**src/rtl/irt_pkg.sv**
```systemverilog
package irt_pkg;

    localparam int ENTRIES_DEF  = 16;
    localparam int REF_BITS_DEF = 32;

    localparam int ACTION_W = 3;
    localparam int NUMBER_W = 32;
    localparam int REF_W    = 32;
    localparam int STATUS_W = 2;
    localparam int OCC_W    = 4;

    localparam int IN_TDATA_W  = 104;
    localparam int OUT_TDATA_W = 40;

    typedef logic [ACTION_W-1:0] action_t;
    typedef logic [STATUS_W-1:0] status_t;

    localparam action_t ACT_APPEND       = 3'd0;
    localparam action_t ACT_REMOVE       = 3'd1;
    localparam action_t ACT_READ_FIRST   = 3'd2;
    localparam action_t ACT_READ_LAST    = 3'd3;
    localparam action_t ACT_WRITE_FIRST  = 3'd4;
    localparam action_t ACT_WRITE_LAST   = 3'd5;
    localparam action_t ACT_NEWEST_LAST  = 3'd6;
    localparam action_t ACT_OLDEST_FIRST = 3'd7;

    localparam status_t ST_OK    = 2'd0;
    localparam status_t ST_FULL  = 2'd1;
    localparam status_t ST_EMPTY = 2'd2;
    localparam status_t ST_SPAN  = 2'd3;

endpackage

```
**src/rtl/irt_slot_map.sv**
```systemverilog
module irt_slot_map #(
    parameter int ENTRIES = irt_pkg::ENTRIES_DEF
) (
    input  logic                          clk,
    input  logic [irt_pkg::NUMBER_W-1:0]  num_m1,
    output logic [$clog2(ENTRIES)-1:0]    slot
);

    localparam int AW    = $clog2(ENTRIES);
    localparam int NW    = irt_pkg::NUMBER_W;
    localparam int SHIFT = NW + AW - 1;
    localparam logic [NW-1:0] RECIP = NW'((64'd1 << SHIFT) / 64'(ENTRIES));
    localparam logic [AW:0]   ENT_R = (AW+1)'(ENTRIES);

    logic [2*NW-1:0] prod_reg;
    logic [AW-1:0]   slot_reg;
    logic [AW:0]     q_low;
    logic [AW:0]     q_times_e;
    logic [AW:0]     rem_raw;
    logic [AW:0]     rem_fix;

    // quotient estimate is low by at most one; remainder fits in AW+1 bits
    assign q_low     = prod_reg[SHIFT +: AW+1];
    assign q_times_e = (AW+1)'(q_low * ENT_R);
    assign rem_raw   = num_m1[AW:0] - q_times_e;
    assign rem_fix   = (rem_raw >= ENT_R) ? (rem_raw - ENT_R) : rem_raw;

    always_ff @(posedge clk)
    begin
        prod_reg <= {{NW{1'b0}}, num_m1} * {{NW{1'b0}}, RECIP};
        slot_reg <= rem_fix[AW-1:0];
    end

    assign slot = slot_reg;

endmodule

```
**src/rtl/indexed_ring_table_core.sv**
```systemverilog
// Ring table of ENTRIES slots, each a (first, last) reference pair, kept in two
// single-port synchronous memories with head, tail and count registers. One
// command per transfer; one result transfer per command. After acceptance, a
// command passes through S_MUL and S_MOD, which map the one-based number to a
// slot (reciprocal multiply and correction), S_EXEC, which checks and issues
// the memory access and pointer update, and S_DONE, which loads the output
// register with the read data. The next command is accepted the cycle after
// the result register is loaded, so a new command is never taken before the
// last one is through; a result still waiting in the output register holds
// the last step until it is taken. Errors (full, empty, outside live span)
// leave the state as is.
module indexed_ring_table_core #(
    parameter int ENTRIES  = irt_pkg::ENTRIES_DEF,
    parameter int REF_BITS = irt_pkg::REF_BITS_DEF
) (
    input  logic                             clk,
    input  logic                             rst_n,
    input  logic                             s_axis_tvalid,
    output logic                             s_axis_tready,
    // action[2:0], train_number[34:3], first_ref[66:35], last_ref[98:67], zero pad
    input  logic [irt_pkg::IN_TDATA_W-1:0]   s_axis_tdata,
    output logic                             m_axis_tvalid,
    input  logic                             m_axis_tready,
    // ref_out[31:0], status[33:32], occupancy[37:34], zero pad
    output logic [irt_pkg::OUT_TDATA_W-1:0]  m_axis_tdata
);

    localparam int AW = $clog2(ENTRIES);
    localparam int NW = irt_pkg::NUMBER_W;
    localparam int RW = irt_pkg::REF_W;
    localparam logic [AW-1:0] LAST_SLOT = AW'(ENTRIES - 1);

    localparam logic [2:0] S_IDLE = 3'd0;
    localparam logic [2:0] S_MUL  = 3'd1;
    localparam logic [2:0] S_MOD  = 3'd2;
    localparam logic [2:0] S_EXEC = 3'd3;
    localparam logic [2:0] S_DONE = 3'd4;

    localparam logic [1:0] RSEL_ZERO  = 2'd0;
    localparam logic [1:0] RSEL_FIRST = 2'd1;
    localparam logic [1:0] RSEL_LAST  = 2'd2;

    logic [2:0]               state_reg, state_next;
    logic [AW-1:0]            head_reg, head_next;
    logic [AW-1:0]            tail_reg, tail_next;
    logic [AW-1:0]            count_reg, count_next;
    logic                     out_valid_reg, out_valid_next;

    irt_pkg::action_t         action_reg;
    logic [NW-1:0]            num_m1_reg;
    logic [RW-1:0]            first_in_reg;
    logic [RW-1:0]            last_in_reg;
    irt_pkg::status_t         status_reg, status_next;
    logic [1:0]               rsel_reg, rsel_next;
    logic [REF_BITS-1:0]      rd_first_reg;
    logic [REF_BITS-1:0]      rd_last_reg;
    logic [RW-1:0]            out_ref_reg;
    irt_pkg::status_t         out_status_reg;
    logic [irt_pkg::OCC_W-1:0] out_occ_reg;

    logic [REF_BITS-1:0]      first_mem [ENTRIES];
    logic [REF_BITS-1:0]      last_mem  [ENTRIES];

    logic [AW-1:0]            slot;
    logic [AW-1:0]            mem_addr;
    logic                     we_first, we_last;
    logic                     in_span;
    logic [AW-1:0]            head_inc, tail_inc, tail_dec;
    logic                     in_xfer, out_free, exec_en;
    logic [RW-1:0]            ref_sel;

    irt_slot_map #(
        .ENTRIES (ENTRIES)
    ) u_slot_map (
        .clk    (clk),
        .num_m1 (num_m1_reg),
        .slot   (slot)
    );

    assign s_axis_tready = (state_reg == S_IDLE);
    assign in_xfer       = s_axis_tvalid && s_axis_tready;
    assign out_free      = !out_valid_reg || m_axis_tready;
    assign exec_en       = (state_reg == S_EXEC);

    assign head_inc = (head_reg == LAST_SLOT) ? '0 : head_reg + 1'b1;
    assign tail_inc = (tail_reg == LAST_SLOT) ? '0 : tail_reg + 1'b1;
    assign tail_dec = (tail_reg == '0) ? LAST_SLOT : tail_reg - 1'b1;

    always_comb
    begin
        if (head_reg <= tail_reg)
        begin
            in_span = (slot >= head_reg) && (slot < tail_reg);
        end
        else
        begin
            in_span = (slot >= head_reg) || (slot < tail_reg);
        end
    end

    always_comb
    begin
        status_next = irt_pkg::ST_OK;
        rsel_next   = RSEL_ZERO;
        mem_addr    = slot;
        we_first    = 1'b0;
        we_last     = 1'b0;
        head_next   = head_reg;
        tail_next   = tail_reg;
        count_next  = count_reg;
        case (action_reg)
            irt_pkg::ACT_APPEND:
            begin
                if (count_reg < LAST_SLOT)
                begin
                    mem_addr   = tail_reg;
                    we_first   = exec_en;
                    we_last    = exec_en;
                    tail_next  = tail_inc;
                    count_next = count_reg + 1'b1;
                end
                else
                begin
                    status_next = irt_pkg::ST_FULL;
                end
            end
            irt_pkg::ACT_REMOVE:
            begin
                if (count_reg != '0)
                begin
                    head_next  = head_inc;
                    count_next = count_reg - 1'b1;
                end
                else
                begin
                    status_next = irt_pkg::ST_EMPTY;
                end
            end
            irt_pkg::ACT_READ_FIRST, irt_pkg::ACT_READ_LAST,
            irt_pkg::ACT_WRITE_FIRST, irt_pkg::ACT_WRITE_LAST:
            begin
                if (!in_span)
                begin
                    status_next = irt_pkg::ST_SPAN;
                end
                else if (action_reg == irt_pkg::ACT_READ_FIRST)
                begin
                    rsel_next = RSEL_FIRST;
                end
                else if (action_reg == irt_pkg::ACT_READ_LAST)
                begin
                    rsel_next = RSEL_LAST;
                end
                else if (action_reg == irt_pkg::ACT_WRITE_FIRST)
                begin
                    we_first = exec_en;
                end
                else
                begin
                    we_last = exec_en;
                end
            end
            irt_pkg::ACT_NEWEST_LAST:
            begin
                // empty ring reads as zero
                if (count_reg != '0)
                begin
                    mem_addr  = tail_dec;
                    rsel_next = RSEL_LAST;
                end
            end
            default:
            begin
                if (count_reg != '0)
                begin
                    mem_addr  = head_reg;
                    rsel_next = RSEL_FIRST;
                end
            end
        endcase
    end

    always_comb
    begin
        state_next = state_reg;
        case (state_reg)
            S_IDLE:
            begin
                if (s_axis_tvalid)
                begin
                    state_next = S_MUL;
                end
            end
            S_MUL:  state_next = S_MOD;
            S_MOD:  state_next = S_EXEC;
            S_EXEC: state_next = S_DONE;
            S_DONE:
            begin
                if (out_free)
                begin
                    state_next = S_IDLE;
                end
            end
            default: state_next = S_IDLE;
        endcase
    end

    always_comb
    begin
        out_valid_next = out_valid_reg;
        if ((state_reg == S_DONE) && out_free)
        begin
            out_valid_next = 1'b1;
        end
        else if (m_axis_tready)
        begin
            out_valid_next = 1'b0;
        end
    end

    always_ff @(posedge clk or negedge rst_n)
    begin
        if (!rst_n)
        begin
            state_reg     <= S_IDLE;
            head_reg      <= '0;
            tail_reg      <= '0;
            count_reg     <= '0;
            out_valid_reg <= 1'b0;
        end
        else
        begin
            state_reg     <= state_next;
            out_valid_reg <= out_valid_next;
            if (exec_en)
            begin
                head_reg  <= head_next;
                tail_reg  <= tail_next;
                count_reg <= count_next;
            end
        end
    end

    always_comb
    begin
        case (rsel_reg)
            RSEL_FIRST: ref_sel = RW'(rd_first_reg);
            RSEL_LAST:  ref_sel = RW'(rd_last_reg);
            default:    ref_sel = '0;
        endcase
    end

    always_ff @(posedge clk)
    begin
        if (in_xfer)
        begin
            action_reg   <= s_axis_tdata[2:0];
            num_m1_reg   <= s_axis_tdata[34:3] - 32'd1;
            first_in_reg <= s_axis_tdata[66:35];
            last_in_reg  <= s_axis_tdata[98:67];
        end
        if (exec_en)
        begin
            status_reg <= status_next;
            rsel_reg   <= rsel_next;
        end
        if ((state_reg == S_DONE) && out_free)
        begin
            out_ref_reg    <= ref_sel;
            out_status_reg <= status_reg;
            out_occ_reg    <= irt_pkg::OCC_W'(count_reg);
        end
    end

    always_ff @(posedge clk)
    begin
        if (we_first)
        begin
            first_mem[mem_addr] <= REF_BITS'(first_in_reg);
        end
        if (we_last)
        begin
            last_mem[mem_addr] <= REF_BITS'(last_in_reg);
        end
        rd_first_reg <= first_mem[mem_addr];
        rd_last_reg  <= last_mem[mem_addr];
    end

    assign m_axis_tvalid = out_valid_reg;
    assign m_axis_tdata  = {2'b00, out_occ_reg, out_status_reg, out_ref_reg};

`ifndef SYNTHESIS
    a_count_max: assert property (@(posedge clk) disable iff (!rst_n)
        count_reg <= LAST_SLOT)
        else $error("live count beyond capacity");

    a_empty_ptrs: assert property (@(posedge clk) disable iff (!rst_n)
        (count_reg == '0) == (head_reg == tail_reg))
        else $error("count disagrees with head and tail");

    a_err_hold: assert property (@(posedge clk) disable iff (!rst_n)
        (exec_en && (status_next != irt_pkg::ST_OK)) |=>
            ($stable(head_reg) && $stable(tail_reg) && $stable(count_reg)))
        else $error("failed command changed pointers");

    a_slot_range: assert property (@(posedge clk) disable iff (!rst_n)
        exec_en |-> (slot <= LAST_SLOT))
        else $error("mapped slot out of range");
`endif

endmodule

```
**config.mk**
```make
export PLATFORM = sky130hd
export DESIGN_NAME = indexed_ring_table_core
export DESIGN_NICKNAME = d
export VERILOG_FILES = /design/src/rtl/irt_pkg.sv /design/src/rtl/irt_slot_map.sv /design/src/rtl/indexed_ring_table_core.sv
export SDC_FILE = /design/constraint.sdc
export NUM_CORES = 1
export LEC_CHECK = 0
export ABC_CLOCK_PERIOD_IN_PS = 6240
export BUFFER_PORTS_ARGS = -buffer_cell sky130_fd_sc_hd__buf_4
export CAP_MARGIN = 20
export CORE_MARGIN = 3
export CORE_UTILIZATION = 60
export CTS_CLUSTER_DIAMETER = 120
export DETAILED_ROUTE_END_ITERATION = 16
export GPL_ROUTABILITY_DRIVEN = 0
export PLACE_DENSITY_LB_ADDON = 0.25
export SYNTH_ARGS = -nofsm -noshare
export SYNTH_HDL_FRONTEND = slang
export SYNTH_SLANG_ARGS = --single-unit
export TNS_END_PERCENT = 30
```
**constraint.sdc**
```tcl
create_clock -name clk -period 6.24 [get_ports clk]
set_input_delay 0.624 -clock clk [delete_from_list [all_inputs] [get_ports clk]]
set_output_delay 0.624 -clock clk [all_outputs]
set_load 0.01 [all_outputs]
```
Word level (Yosys, flattened, before mapping)
Memories as Yosys holds them, arrays and structs flattened. A register that Yosys moved wholly into a read port is not among the register bits.
Index checks and enable logic that the tools add are counted.
- flip-flop bits (word level): 139
- latch bits: 0
- bits in writable memories: 1024
- memory bits (read-only): 0
- input bits: 108
- output and inout bits: 42
- word-level logic and storage cells: 111
- memories kept: 2
- add/sub/neg operators: 8
- multiply operators: 0
- div/mod/pow operators: 0
- magnitude comparators: 5
- equal/unequal tests: 18
- shift operators: 0
- mux-type cells: 43
- bitwise gates (word level): 0
- reductions and logical operators: 19
- memories (name ; words ; width ; read ports ; clocked after memory_dff ; write ports ; RTL line ; text):
    first_mem ; 16 ; 32 ; 1 ; 1 ; 1 ; indexed_ring_table_core.sv:61 ; logic [REF_BITS-1:0] first_mem [ENTRIES];
    last_mem ; 16 ; 32 ; 1 ; 1 ; 1 ; indexed_ring_table_core.sv:62 ; logic [REF_BITS-1:0] last_mem [ENTRIES];
- operators by type and width (operator ; number):
    32-bit one-hot mux with 2 select lines ; 1
    4-bit two-way mux ; 9
    1-bit two-way mux ; 18
    3-bit one-hot mux with 5 select lines ; 1
    4-bit by 1-bit adder with 4-bit output, second input constant ; 3
    3-bit by 2-bit equality test with 1-bit output, second input constant ; 4
    3-bit equality test, second input constant ; 4
    2-bit two-way mux ; 6
    2-bit one-hot mux with 3 select lines ; 2
    4-bit one-hot mux with 3 select lines ; 1
    4-bit by 1-bit subtractor with 4-bit output, second input constant ; 3
    4-bit equality test, second input constant ; 2
    2-bit inequality test, second input constant ; 4
    4-bit one-hot mux with 2 select lines ; 1
    3-bit by 1-bit equality test with 1-bit output, second input constant ; 2
    3-bit zero test ; 2
    3-bit two-way mux ; 2
    3-bit AND reduction ; 2
    5-bit >= comparator, second input constant ; 1
    5-bit OR reduction ; 1
    5-bit by 1-bit subtractor with 5-bit output, second input constant ; 1
    5-bit subtractor ; 1
    4-bit >= comparator ; 1
    4-bit less-or-equal comparator ; 1
    other kinds (15) ; 20

Depth between registers and ports, before layout
- depth in word-level cells: 8
- gate-level depth with buffers: 13

Cells and area by module
A second synthesis with hierarchy kept.
- cells, all modules: 3081
- area total of the unflattened synthesis: 48853.1 um^2
- by module, submodules not included (module ; instances ; cells an instance ; area each (um^2) ; seq. area each (um^2)):
    indexed_ring_table_core ; 1 ; 3077 ; 48773.0 ; 36665.2
    irt_slot_map ; 1 ; 4 ; 80.1 ; 80.1

Worst setup path before layout
OpenSTA, ideal clock, no wires.
- path type: register -> register
- from: register tail_reg[0]
- to: memory first_mem[0][0] (netlist name) (enable)
- setup time: 461 ps
- arrival time: 4521 ps
- data required time: 5779 ps
- setup slack: 1258 ps
- cell stages (with the launch flop): 13
- period minus slack after synthesis: 4982 ps
- cells stage by stage: dfrtp_1 inv_1 ha_1 nor2b_1 a211o_1 a32oi_1 and3_1 clkbuf_1 buf_2 buf_2 buf_2 nand3_1 nor3_1
- cells in the longest elaborated chain, start to end: 7
- elaborated cells between the ends (all ways): 15
- those cells by class: add/sub (1); order compare (2); mux (9); reduce/logical (3)
- ends and longest elaborated chain (element ; RTL line ; text):
    start: declaration ; indexed_ring_table_core.sv:45 ; logic [AW-1:0] tail_reg, tail_next;
    start signal: assignment ; indexed_ring_table_core.sv:238 ; tail_reg <= tail_next;
    4-bit < comparator ; indexed_ring_table_core.sv:93, indexed_ring_table_core.sv:97 ;
    1-bit logical OR / 1-bit logical AND (equally long branches) ; indexed_ring_table_core.sv:97, indexed_ring_table_core.sv:93 ;
    1-bit two-way mux ; indexed_ring_table_core.sv:91 ; if (head_reg <= tail_reg)
    1-bit two-way mux ; indexed_ring_table_core.sv:142 ; if (!in_span)
    1-bit one-hot mux with 2 select lines ; indexed_ring_table_core.sv:111 ; case (action_reg)
    1-bit two-way mux ; indexed_ring_table_core.sv:277 ; if (we_first)
    1-bit two-way mux (not written as such) ; indexed_ring_table_core.sv:279 ; first_mem[mem_addr] <= REF_BITS'(first_in_reg);
    end: declaration ; indexed_ring_table_core.sv:61 ;
Parallel ways exist; a longest one is shown, timed or not.

Worst setup path in the final report
- from: register tail_reg[0]
- to: memory first_mem[12][8] (netlist name) (enable)
Same word-level chain as after synthesis.

==> qor.yml <==
detailed_routing:
  drc: 0
  wirelength_mm: 116
  ant_nets: 0
  routed-via-count: 28200
  wl_per_cell_um: 27.5
  viasPerCell: 6.66
  drt_iter0_markers: 3456
  drtPass1Iterations: 8
power_and_ir_drop:
  power_density_nw_per_um2: 447
  ir_worst_vdd_v: 0.000349
  p_leak_nw: 17.2
  finalPower_mw: 23.1
cts:
  clock_latency_ns: 0.69
  path_clk_slew_ns: 0.06
  postCtsResizedCells: 0
  cts_buffer_depth: 3
  holdBufCountCts: 1
  htreeDepth: 3
  cts_tree: "yes"
  root_buffer: "clkbuf_16"
  cts_sinks: 1221
  cts_setup_buffers: 0
  cts_buffers: 117
yosys:
  ys_seq_area_frac: 0.785
  ys.flop_type: "edfxtp_1"
  synth_xor_area_frac: 0.00192
  yosys-top-cells-area: "edfxtp_1 (75%), a21oi_1 (5.7%), a221oi_1 (4.9%), nand2_1 (4.4%), dfxtp_1 (3.0%)"
  post_synth_fa_ha_maj_area_fraction: 0.00586
  ys_types: 53
  synth_edf_count: 1137
  netlist.area_leader.share: 0.747
  synth.largest_area_cell: "edfxtp_1"
  synth_area_per_cell_um2: 14.9
  synth-simple-area-share: 0.0674
  yosysMostFrequentCell: "edfxtp_1"
  async_flop_share: 0.0131
  ys_ff_latch: 1221
  synth_top_family_by_area: "compound AO/OA/AOI/OAI gates"
  synthMuxAreaShare: 0.000684
  syn_area_um2: 45700
  synth_common_cells: "edfxtp_1 (1,137), nand2_1 (531), a21oi_1 (518)"
  ys_warn_count: 0
  synth_compound_area_frac: 0.117
  syn_inst: 3060
sta:
  maxSlewHeadroom: 0.231
  slew_violations: 0
  finalClockSkew_ns: 0.0262
  tightest_slew_ns: 1.15
  min_period_over_period: 0.711
  rsz0062_at_grt: "false"
  fmax_ghz: 0.225
  setup_tns_ns: 0
  hold_viol: 0
  setup_viol: 0
  period_needed_ns: 4.44
placement:
  portBuffers: 114
  dpl.cell_count: 4008
  hpwl_mm: 62.3
critical_path:
  critPathSlowestCell: "nor3_2"
  crit_type: "reg -> reg"
  reg2reg_from: "tail_reg[0]"
  cp_max_fo: 43
  reg2reg_to: "first_mem[12][8]"
  r2r_slack_ns: 1.80
  critical-path-top-delay-family: "simple AND/OR/NAND/NOR gates"
  arrival_ns: 4.81
  critical_path_buf_inv_count: 2
  crit_required_ns: 6.61
  slowest_delay_ns: 0.93
  r2r_cells: 9
  startpoint_type: "flip-flop"
  critPathCaptureType: "flip-flop"
  worstPathCellList: "inv_1 > ha_1 > nor2b_1 > a211o_1 > a32oi_1 > and3_4 > nand3_1 > nor3_2 > buf_12"
floorplan:
  initial_core_util: 0.610
  rows: 100
  die_w_um: 282
  ios: 150
  die_y_um: 282
  dieArea_um2: 79500
  coreArea_um2: 74900
grt:
  grt_usage: 0.292
  antenna_found_initial: 3
  grt.overflow.total: 0
  grt_pass1_wl_mm: 171
  grt_start_max_net_pins: 195
  grt_pass1_vias: 27800
run_status:
  status: "completed"
worst_hold_path:
  hold_path_startpoint: "s_axis_tdata[98]"
  hold_path_end: "last_in_reg[31]"
  holdPathStages: 1
  min_path_type: "in -> reg"
final_layout:
  drive_above_1_share: 0.128
  area_growth_pct: 13.1
  num-nets-final: 3287
  fill_cells: 4694
  reg.largest.list: "first_mem: 512 flops, last_mem: 512 flops"
  instances_no_fill: 4232
flow_run:
  maxCapViolCount: 0
power breakdown:
group	switching, mW	total, mW	internal [mW]
Sequential	0.689	10.5	9.81
Clock	2.91	6.89	3.98
Combinational	4.07	5.73	1.65
worst register-to-register path, stage by stage (launching register included):
cell	delay [ns]
dfrtp_1	0.52
inv_1	0.17
ha_1	0.30
nor2b_1	0.18
a211o_1	0.30
a32oi_1	0.34
and3_4	0.68
nand3_1	0.38
nor3_2	0.93
buf_12	0.34
metal layers:
metal | wire length (um) | track usage | vias up
met2 | 56000 | 0.473 | 1632
met3 | 12200 | 0.0628 | 330
met5 | 29 | 0 | -
met4 | 5160 | 0.136 | 4
met1 | 43000 | 0.384 | 14200
li1 | - | - | 12100
stage by stage:
stage	utilization	worst slack (ns)	area [um^2]	hold slack [ns]
2_1_floorplan	-	1.26	45700	0.323
3_3_place_gp	0.639	2.02	47900	0.327
3_5_place_dp	0.639	1.85	47900	0.334
4_1_cts	0.690	1.80	51700	0.0756
5_1_grt	0.690	1.59	51700	0.0915
6_report	0.690	1.80	51700	0.114
cell type report:
cell class / count / area, um^2 / area share
clock inverter: 45 / 403 / 0.00779
multi-input combinational: 1601 / 9060 / 0.175
sequential: 1221 / 35900 / 0.695
tap: 969 / 1210 / 0.0235
timing repair buffer: 199 / 1650 / 0.0319
antenna: 1 / 2.50 / 0.0000484
inverter: 19 / 71.3 / 0.00138
clock buffer: 177 / 3390 / 0.0655
worst max-delay path by stage:
stage,startpoint,slack [ns],depth (start not counted),end
finish,tail_reg[0],1.80,9,first_mem[12][8]
global route,tail_reg[0],1.59,9,first_mem[14][3]
CTS,tail_reg[0],1.80,9,first_mem[14][16]
detailed placement,tail_reg[0],1.85,9,first_mem[14][8]
global placement,tail_reg[0],2.02,9,first_mem[12][12]
floorplan,tail_reg[0],1.26,12,first_mem[0][0]
cells in the final DEF (no fill, tap or decap), types with 3 or more instances in the layout:
cell type and count:
o21a_1 4, dfxtp_1 68, clkbuf_16 119, clkbuf_8 19, a21oi_1 518, clkinv_2 22
a22oi_1 32, clkbuf_1 39, buf_4 186, edfxtp_1 1137, a21o_1 3, a221oi_1 257
nand3_1 13, nand2_1 530, bufinv_16 6, ha_1 19, o41ai_1 3, nand2_4 4
inv_6 3, and2_1 3, xor2_1 5, nor3_1 10, nor3_2 32, o21ai_0 15
or4_1 64, dfrtp_1 16, inv_1 19, buf_12 12, clkinv_1 10, nor2_1 45
xnor2_1 5
logic make-up after synthesis:
family | Yosys count
fa+ha+maj | 21
mux | 3
flops | 1221
other cells | 1
simple gates | 719
compound gates | 846
xor+xnor | 10
buf+inv | 239
(Power assumes the default switching activity.)
